`src/hw/rtl/temperature_to_servo_pwm_unit_macros.svh`:
```
// Assertion macros shared by the temperature-to-servo PWM RTL.
`ifndef TEMPERATURE_TO_SERVO_PWM_UNIT_MACROS_SVH
`define TEMPERATURE_TO_SERVO_PWM_UNIT_MACROS_SVH

// Same-cycle implication, checked on every rising edge outside reset.
`define TSP_ASSERT_NOW(label, ante, cons, msg) \
    label: assert property (@(posedge i_clk) disable iff (!i_rst_n) (ante) |-> (cons)) \
        else $error(msg);

// Next-cycle implication, checked on every rising edge outside reset.
`define TSP_ASSERT_NEXT(label, ante, cons, msg) \
    label: assert property (@(posedge i_clk) disable iff (!i_rst_n) (ante) |=> (cons)) \
        else $error(msg);

`endif

```
`src/hw/rtl/tsp_pkg.sv`:
```
// Package with constants, types and helpers of the temperature-to-servo PWM unit.
`timescale 1ns / 1ps

package tsp_pkg;

    localparam int SAMPLE_BITS  = 12;
    localparam int PERIOD_TICKS = 20000;
    // 80 * sample magnitude needs 7 extra bits
    localparam int NUM_BITS     = SAMPLE_BITS + 7;
    localparam int POS_BITS     = $clog2(PERIOD_TICKS);
    localparam int CNT_BITS     = $clog2(NUM_BITS + 1);
    localparam int ADDR_BITS    = 3;

    localparam logic [11:0] WIDTH_MIN  = 12'd600;
    localparam logic [11:0] WIDTH_MAX  = 12'd2400;
    localparam logic [7:0]  TEMP_BASE  = 8'd30;
    localparam logic [7:0]  TEMP_LOW   = 8'd35;
    localparam logic [7:0]  TEMP_HIGH  = 8'd60;
    localparam logic [12:0] WIDTH_GAIN = 13'd72;
    localparam logic [12:0] WIDTH_OFFS = 13'd1920;

    localparam logic [SAMPLE_BITS-1:0] CAL_HIGH_RST = SAMPLE_BITS'(4095);

    // register index decoded from paddr[2]
    localparam logic REG_CAL_LOW  = 1'b0;
    localparam logic REG_CAL_HIGH = 1'b1;

    // tuser codes on the input stream
    localparam logic CMD_SAMPLE = 1'b0;
    localparam logic CMD_TICK   = 1'b1;

    typedef enum logic [1:0] {
        S_IDLE,
        S_PREP,
        S_DIV,
        S_WB
    } t_state;

    // servo pulse width in ticks for a temperature
    function automatic logic [11:0] width_for(logic [7:0] t);
        logic [12:0] prod;
        prod = 13'(t) * WIDTH_GAIN - WIDTH_OFFS;
        if (t <= TEMP_LOW) begin
            return WIDTH_MIN;
        end else if (t < TEMP_HIGH) begin
            return prod[11:0];
        end else begin
            return WIDTH_MAX;
        end
    endfunction

endpackage

```
`src/hw/rtl/temperature_to_servo_pwm_unit.sv`:
```
// Top level of the temperature-to-servo PWM unit: divider sequencer, PWM counter, APB registers.
`timescale 1ns / 1ps

// Every request on the input stream gives exactly one result request. tuser selects the kind:
// a tick request (tuser = 1) steps the PWM period counter without leaving the idle state, so ticks
// can follow back to back while the output slot drains. A sample request (tuser = 0) is turned
// into a temperature with the two calibration points, 80*(sample-cal_low)/(cal_high-cal_low)+30
// truncated toward zero and wrapped to 8 bits, then mapped to a servo width that loads at the
// next period start. A sample goes through accept, forming of operand magnitudes, one quotient
// bit per cycle in the restoring subtract/compare unit, and write back, which waits for a free
// output slot; s_tready stays low throughout. Equal calibration points end the division after
// its first step and flag cal_error, keeping the old temperature and width. The output
// request sits in a register; a new request is taken only while that register is empty or
// drains in the same cycle. Calibration is written over APB at 0x0 (cal_low) and 0x4
// (cal_high) and should only be changed while the unit is idle.
module temperature_to_servo_pwm_unit (
    input  logic        i_clk,
    input  logic        i_rst_n,
    // input stream
    input  logic        s_tvalid,
    output logic        s_tready,
    input  logic [15:0] s_tdata,   // [11:0] sample, [15:12] zero
    input  logic        s_tuser,   // [0] command: 0 sample, 1 tick
    // output stream
    output logic        m_tvalid,
    input  logic        m_tready,
    output logic [23:0] m_tdata,   // [7:0] temperature, [19:8] pulse_width, [20] pin_level,
                                   // [21] period_start, [22] cal_error, [23] zero
    // APB configuration
    input  logic                          psel,
    input  logic                          penable,
    input  logic                          pwrite,
    input  logic [tsp_pkg::ADDR_BITS-1:0] paddr,
    input  logic [31:0]                   pwdata,
    output logic [31:0]                   prdata,
    output logic                          pready
);

    localparam int SB = tsp_pkg::SAMPLE_BITS;
    localparam int NB = tsp_pkg::NUM_BITS;
    localparam int PB = tsp_pkg::POS_BITS;
    localparam int CB = tsp_pkg::CNT_BITS;

    // ---------------- configuration ----------------
    logic [SB-1:0] r_cal_low;
    logic [SB-1:0] r_cal_high;
    logic          cfg_wr;

    assign pready = 1'b1;
    assign cfg_wr = psel && penable && pwrite;

    always_ff @(posedge i_clk) begin
        if (!i_rst_n) begin
            r_cal_low  <= '0;
            r_cal_high <= tsp_pkg::CAL_HIGH_RST;
        end else if (cfg_wr) begin
            unique case (paddr[2])
                tsp_pkg::REG_CAL_LOW:  r_cal_low  <= pwdata[SB-1:0];
                tsp_pkg::REG_CAL_HIGH: r_cal_high <= pwdata[SB-1:0];
                default: ;
            endcase
        end
    end

    always_comb begin
        unique case (paddr[2])
            tsp_pkg::REG_CAL_LOW:  prdata = 32'(r_cal_low);
            tsp_pkg::REG_CAL_HIGH: prdata = 32'(r_cal_high);
            default:               prdata = '0;
        endcase
    end

    // ---------------- sequencer ----------------
    tsp_pkg::t_state r_state, n_state;

    logic          out_free;      // output slot empty or being drained
    logic          s_acc;
    logic          acc_tick;
    logic          acc_sample;
    logic          ld_sample;     // write back a finished sample

    logic [CB-1:0] r_cnt;
    logic          div_last;

    assign out_free   = !m_tvalid || m_tready;
    assign s_acc      = s_tvalid && s_tready;
    assign acc_tick   = s_acc && (s_tuser == tsp_pkg::CMD_TICK);
    assign acc_sample = s_acc && (s_tuser == tsp_pkg::CMD_SAMPLE);
    assign div_last   = (r_cnt == CB'(NB - 1));

    always_ff @(posedge i_clk) begin
        if (!i_rst_n) begin
            r_state <= tsp_pkg::S_IDLE;
        end else begin
            r_state <= n_state;
        end
    end

    // r_err set in PREP means a zero divisor: go to write back after the first division step
    logic r_err;

    always_comb begin
        n_state   = r_state;
        s_tready  = 1'b0;
        ld_sample = 1'b0;
        unique case (r_state)
            tsp_pkg::S_IDLE: begin
                s_tready = out_free;
                if (acc_sample) begin
                    n_state = tsp_pkg::S_PREP;
                end
            end
            tsp_pkg::S_PREP: begin
                n_state = tsp_pkg::S_DIV;
            end
            tsp_pkg::S_DIV: begin
                if (r_err || div_last) begin
                    n_state = tsp_pkg::S_WB;
                end
            end
            tsp_pkg::S_WB: begin
                if (out_free) begin
                    ld_sample = 1'b1;
                    n_state   = tsp_pkg::S_IDLE;
                end
            end
            default: n_state = tsp_pkg::S_IDLE;
        endcase
    end

    // ---------------- divider datapath ----------------
    // Operands are split into sign and magnitude; the magnitude quotient is shifted
    // into r_quo one bit a cycle and the sign applied at write back.
    logic signed [SB:0] r_diff;
    logic [NB-1:0]      r_quo;
    logic [SB-1:0]      r_rem;
    logic [SB-1:0]      r_den;
    logic               r_neg;

    logic signed [SB:0] den_s;
    logic [SB-1:0]      diff_mag;
    logic [SB-1:0]      den_mag;
    logic [NB-1:0]      num_mag;
    logic [SB:0]        rem_sh;
    logic [SB:0]        rem_sub;
    logic               rem_ge;

    assign den_s    = $signed({1'b0, r_cal_high}) - $signed({1'b0, r_cal_low});
    assign diff_mag = r_diff[SB] ? SB'(-r_diff) : r_diff[SB-1:0];
    assign den_mag  = den_s[SB] ? SB'(-den_s) : den_s[SB-1:0];
    // times 80 as 64 + 16
    assign num_mag  = (NB'(diff_mag) << 6) + (NB'(diff_mag) << 4);

    assign rem_sh   = {r_rem, r_quo[NB-1]};
    assign rem_sub  = rem_sh - {1'b0, r_den};
    assign rem_ge   = rem_sh >= {1'b0, r_den};

    always_ff @(posedge i_clk) begin
        if (acc_sample) begin
            r_diff <= $signed({1'b0, s_tdata[SB-1:0]}) - $signed({1'b0, r_cal_low});
        end
        unique case (r_state)
            tsp_pkg::S_PREP: begin
                r_quo <= num_mag;
                r_rem <= '0;
                r_den <= den_mag;
                r_neg <= r_diff[SB] ^ den_s[SB];
                r_err <= (den_s == '0);
                r_cnt <= '0;
            end
            tsp_pkg::S_DIV: begin
                r_rem <= rem_ge ? rem_sub[SB-1:0] : rem_sh[SB-1:0];
                r_quo <= {r_quo[NB-2:0], rem_ge};
                r_cnt <= r_cnt + CB'(1);
            end
            default: ;
        endcase
    end

    // quotient low byte with sign, then temperature and width
    logic [7:0]  quo8;
    logic [7:0]  temp_new;
    logic [11:0] width_new;

    assign quo8      = r_neg ? 8'(-r_quo[7:0]) : r_quo[7:0];
    assign temp_new  = quo8 + tsp_pkg::TEMP_BASE;
    assign width_new = tsp_pkg::width_for(temp_new);

    // ---------------- PWM state ----------------
    logic [PB-1:0] r_pos;
    logic [11:0]   r_active;
    logic [11:0]   r_pending;
    logic [7:0]    r_last_temp;
    logic          r_pin;

    logic          tick_start;
    logic [11:0]   tick_active;
    logic          tick_pin;
    logic [PB-1:0] tick_pos_nx;

    assign tick_start  = (r_pos == '0);
    assign tick_active = tick_start ? r_pending : r_active;
    assign tick_pin    = 32'(r_pos) < 32'(tick_active);
    assign tick_pos_nx = (r_pos == PB'(tsp_pkg::PERIOD_TICKS - 1)) ? '0 : r_pos + PB'(1);

    always_ff @(posedge i_clk) begin
        if (!i_rst_n) begin
            r_pos       <= '0;
            r_active    <= '0;
            r_pending   <= '0;
            r_last_temp <= '0;
            r_pin       <= 1'b0;
        end else begin
            if (acc_tick) begin
                r_pos    <= tick_pos_nx;
                r_active <= tick_active;
                r_pin    <= tick_pin;
            end
            if (ld_sample && !r_err) begin
                r_last_temp <= temp_new;
                r_pending   <= width_new;
            end
        end
    end

    // ---------------- output register ----------------
    logic        r_m_valid;
    logic [7:0]  r_o_temp;
    logic [11:0] r_o_width;
    logic        r_o_pin;
    logic        r_o_start;
    logic        r_o_err;

    always_ff @(posedge i_clk) begin
        if (!i_rst_n) begin
            r_m_valid <= 1'b0;
        end else if (acc_tick || ld_sample) begin
            r_m_valid <= 1'b1;
        end else if (m_tready) begin
            r_m_valid <= 1'b0;
        end
    end

    always_ff @(posedge i_clk) begin
        if (acc_tick) begin
            r_o_temp  <= r_last_temp;
            r_o_width <= r_pending;
            r_o_pin   <= tick_pin;
            r_o_start <= tick_start;
            r_o_err   <= 1'b0;
        end else if (ld_sample) begin
            r_o_temp  <= r_err ? r_last_temp : temp_new;
            r_o_width <= r_err ? r_pending : width_new;
            r_o_pin   <= r_pin;
            r_o_start <= 1'b0;
            r_o_err   <= r_err;
        end
    end

    assign m_tvalid = r_m_valid;
    assign m_tdata  = {1'b0, r_o_err, r_o_start, r_o_pin, r_o_width, r_o_temp};

    // ---------------- checks ----------------
`include "temperature_to_servo_pwm_unit_macros.svh"

    `TSP_ASSERT_NEXT(a_busy_after_sample, acc_sample, !s_tready, "ready after sample accept")
    `TSP_ASSERT_NOW(a_pos_range, 1'b1, 32'(r_pos) < tsp_pkg::PERIOD_TICKS, "period position out of range")
    `TSP_ASSERT_NOW(a_err_no_start, m_tvalid, !(r_o_err && r_o_start), "error result marks period start")
    `TSP_ASSERT_NOW(a_width_range, 1'b1, (r_pending == '0) || ((r_pending >= tsp_pkg::WIDTH_MIN) && (r_pending <= tsp_pkg::WIDTH_MAX)), "pending width out of range")

endmodule
```
`config.mk`:
```
export PLATFORM = sky130hd
export DESIGN_NAME = temperature_to_servo_pwm_unit
export DESIGN_NICKNAME = d
export VERILOG_FILES = /design/src/hw/rtl/tsp_pkg.sv /design/src/hw/rtl/temperature_to_servo_pwm_unit.sv
export VERILOG_INCLUDE_DIRS = /design/src /design/src/hw/rtl
export SDC_FILE = /design/constraint.sdc
export NUM_CORES = 1
export LEC_CHECK = 0
export BUFFER_PORTS_ARGS = -buffer_cell sky130_fd_sc_hd__buf_2
export CORE_MARGIN = 3
export CORE_UTILIZATION = 64
export CTS_CLUSTER_SIZE = 30
export DETAILED_ROUTE_END_ITERATION = 16
export GPL_ROUTABILITY_DRIVEN = 0
export PLACE_DENSITY = 0.91
export SKIP_LAST_GASP = 1
export SLEW_MARGIN = 20
export SYNTH_ARGS = -nofsm -noshare
export SYNTH_HDL_FRONTEND = slang
export SYNTH_SLANG_ARGS = --single-unit
```
`constraint.sdc`:
```
create_clock -name i_clk -period 7.6 [get_ports i_clk]
set_input_delay 1.14 -clock i_clk [delete_from_list [all_inputs] [get_ports i_clk]]
set_output_delay 1.14 -clock i_clk [all_outputs]
set_load 0.01 [all_outputs]
```
==> results.py <==
metrics = {
    "die": {
        "io_pins": 118,
        "dieArea_um2": 17600,
        "die_h_um": 133,
        "die_x_um": 133,
        "start_util": 0.665,
        "fp-row-count": 45,
        "core_area_um2": 15400,
    },
    "detailed_routing": {
        "dr_total_vias": 8466,
        "drtIter0Drc": 836,
        "drt-pass1-iter-count": 5,
        "drc_errors": 0,
        "wl_per_cell_um": 16.6,
        "viasPerCell": 5.99,
        "wirelength_um": 23400,
        "ant_nets": 0,
    },
    "critical_path": {
        "crit_type": "flip-flop to flip-flop",
        "worst-path-buf-inv": 4,
        "worstPathMaxFanout": 11,
        "arrival_ns": 5.52,
        "worstSetupStartpointType": "flip-flop",
        "crit_chain": "inv_1, ha_1, a21oi_1, ha_1, and3_1, xnor2_1, inv_1, ha_1, inv_1, fa_1, inv_1, ha_1, nor3b_1, mux2i_1, xnor2_1, a21boi_0, o41a_1, o21ai_1",
        "crit_family": "adder cells",
        "endpoint_kind": "flip-flop",
        "timing.rr.end": "r_o_width[11]$_DFFE_PP_",
        "slowest_delay_ns": 0.55,
        "r2r_slack_ns": 2.36,
        "required_ns": 7.88,
        "slowest_stage": "fa_1",
        "reg2reg_from": "r_quo[0]$_SDFFCE_PN0P_",
        "reg2reg_depth": 18,
    },
    "grt": {
        "grt_pass1_vias": 8065,
        "grt_max_degree": 66,
        "antenna_found_initial": 0,
        "grt_overflow_total": 0,
        "grt_pass1_wl_um": 38900,
        "grt_usage": 0.267,
    },
    "synth": {
        "synth_compound_area_frac": 0.170,
        "synth-edff-count": 82,
        "yosys.area_share.simple": 0.188,
        "synth_xor_area_frac": 0.0700,
        "dominantRegCellSynth": "edfxtp_1",
        "synth-seq-area-share": 0.382,
        "yosys.area.top_type": "edfxtp_1",
        "synth_top_area_frac": 0.240,
        "syn_inst": 1145,
        "synthMuxAreaShare": 0.0194,
        "synth_warnings": 0,
        "yosys-top-cells-area": "edfxtp_1 24%, dfxtp_1 14%, ha_1 9.6%",
        "synth_common_cells": "167 x nand2_1, 82 x edfxtp_1, 79 x ha_1, 73 x dfxtp_1, 72 x inv_1",
        "syn_area_per_cell_um2": 8.96,
        "synthAdderAreaFrac": 0.106,
        "synthArstFlopShare": 0,
        "netlist-cell-type-count": 78,
        "netlist_area_um2": 10300,
        "synthMostInstantiatedCell": "nand2_1",
        "ys_ff_latch": 155,
        "synth_top_family_by_area": "simple AND/OR/NAND/NOR gates",
    },
    "layout": {
        "areaGrowthSynthToFinish_pct": 8.65,
        "antenna_cells": 0,
        "final_cell_count_no_fill": 1414,
        "drive_gt1_frac": 0.112,
        "nets": 1333,
    },
    "hold_path": {
        "hold_end": "r_active[8]$_SDFFE_PN0P_",
        "hold_class": "flip-flop to flip-flop",
        "hold_start": "r_active[8]$_SDFFE_PN0P_",
        "hold_depth": 2,
    },
    "timing": {
        "finalCriticalPeriod_ns": 5.24,
        "slew_headroom": 0.394,
        "final_hold_viol_count": 0,
        "rsz0062_at_grt": "false",
        "setup_tns_ns": 0,
        "drv_slew": 0,
        "finClkSkew_ns": 0.00773,
        "tightest_slew_ns": 0.905,
        "finalCritPeriodShare": 0.689,
        "finalSetupViolCount": 0,
        "max_freq_ghz": 0.191,
    },
    "clock_tree": {
        "post-cts-setup-buffers": 0,
        "hold_buffers": 0,
        "path_clk_slew_ns": 0.06,
        "tritoncts": "yes",
        "cts_buffers": 17,
        "htree_levels": 4,
        "cts-root-buf": "clkbuf_16",
        "cts_resized": 0,
        "clkSinkCount": 155,
        "clk-insertion-delay-late_ns": 0.43,
        "cts_buffer_depth": 2,
    },
    "power": {
        "power_leakage_nw": 4.53,
        "peakVddDrop_mv": 0.553,
        "powerDensity_nw_per_um2": 485,
    },
    "placed_design": {
        "hpwl_um": 16700,
        "dp_cells": 1382,
        "io_buffer_count": 66,
    },
    "outcome": {
        "outcome": "finished, final reports clean",
    },
    "job": {
        "drv_cap": 0,
    },
}
## cells by family after synthesis
family                   after synthesis
XOR/XNOR                              82
flip-flops                           155
other                                  2
AO/OA/AOI/OAI                        262
adder cells (fa/ha/maj)               84
buffers and inverters                141
multiplexers                          19
AND/OR/NAND/NOR                      400
## metrics by stage
stage	worst slack (ns)	utilization	power (W)	hold WS (ns)	instance area (um^2)
global placement	2.58	0.688	0.00439	0.447	10600
finish	2.36	0.723	0.00541	0.467	11200
floorplan	3.14	-	0.00382	0.437	10400
global route	2.00	0.723	0.00582	0.485	11200
CTS	2.40	0.723	0.00536	0.468	11200
detailed placement	2.45	0.688	0.00453	0.459	10600
## where the power goes
group          leakage, nW  total, W  internal (W)  switching, W
clock                0.262  0.000789      0.000449      0.000340
sequential            1.36   0.00134       0.00120      0.000131
combinational         2.91   0.00328       0.00130       0.00198
## how the worst max path moves through the flow
stage,endpoint,cells after the start,slack (ns),startpoint
2_1_floorplan,r_o_width[11]$_DFFE_PP_,19,3.14,r_quo[0]$_SDFFCE_PN0P_
3_3_place_gp,r_o_width[11]$_DFFE_PP_,18,2.58,r_quo[0]$_SDFFCE_PN0P_
3_5_place_dp,r_o_width[11]$_DFFE_PP_,18,2.45,r_quo[0]$_SDFFCE_PN0P_
4_1_cts,r_o_width[11]$_DFFE_PP_,18,2.40,r_quo[0]$_SDFFCE_PN0P_
5_1_grt,r_o_width[11]$_DFFE_PP_,18,2.00,r_quo[0]$_SDFFCE_PN0P_
6_report,r_o_width[11]$_DFFE_PP_,18,2.36,r_quo[0]$_SDFFCE_PN0P_
## final cells by class
| class | instances | area [um^2] |
|---|---|---|
| sequential | 155 | 3920 |
| inverter | 72 | 270 |
| multi-input combinational | 872 | 5780 |
| clock buffer | 21 | 440 |
| clock inverter | 11 | 95.1 |
| tap | 211 | 264 |
| fill | 1116 | 4270 |
| timing repair buffer | 72 | 375 |
## worst min-delay path: cells and delay by family, from the launching register on
| kind | cells | cell delay [ns] |
|---|---|---|
| flops | 1 | 0.31 |
| compound gates | 1 | 0.06 |
| simple gates | 1 | 0.05 |
## layer usage
metal,GRT usage,vias to the layer above,share of wire,wire length [um]
met5,0,-,0,0
met4,0.112,0,0.030,706
met3,0.0525,64,0.068,1600
met2,0.436,353,0.48,11300
met1,0.349,3938,0.42,9820
li1,-,4111,-,-
## flip-flops by register name (all words and copies together) (netlist names)
| name | cells |
|---|---|
| r_cnt | 5 |
| r_active | 12 |
| r_den | 12 |
| r_pos | 15 |
| r_o_width | 9 |
| r_quo | 19 |
| r_pin | 1 |
| r_cal_high | 12 |
| r_err | 1 |
| r_last_temp | 8 |
| r_cal_low | 12 |
| r_o_start | 1 |
| r_o_err | 1 |
| r_o_pin | 1 |
| r_rem | 12 |
| m_tvalid | 1 |
| r_neg | 1 |
| r_o_temp | 8 |
| r_diff | 13 |
| r_pending | 9 |
| r_state | 2 |
## cells in the final DEF (no fill, tap or decap), types with 12 or more instances in the layout
cell type,instances
nor3_1,18
and2_1,14
nor2_1,58
a21boi_0,34
xor2_1,33
nand2_1,167
conb_1,25
xnor2_1,49
ha_1,79
o21ai_0,66
inv_1,72
dfxtp_1,73
o21a_1,12
a21oi_1,51
o31ai_1,13
nor2b_1,18
and3_1,14
buf_2,66
edfxtp_1,82
clkbuf_16,17
mux2i_1,12
nand3_1,46
No activity file was read; power rests on OpenSTA's default activity.
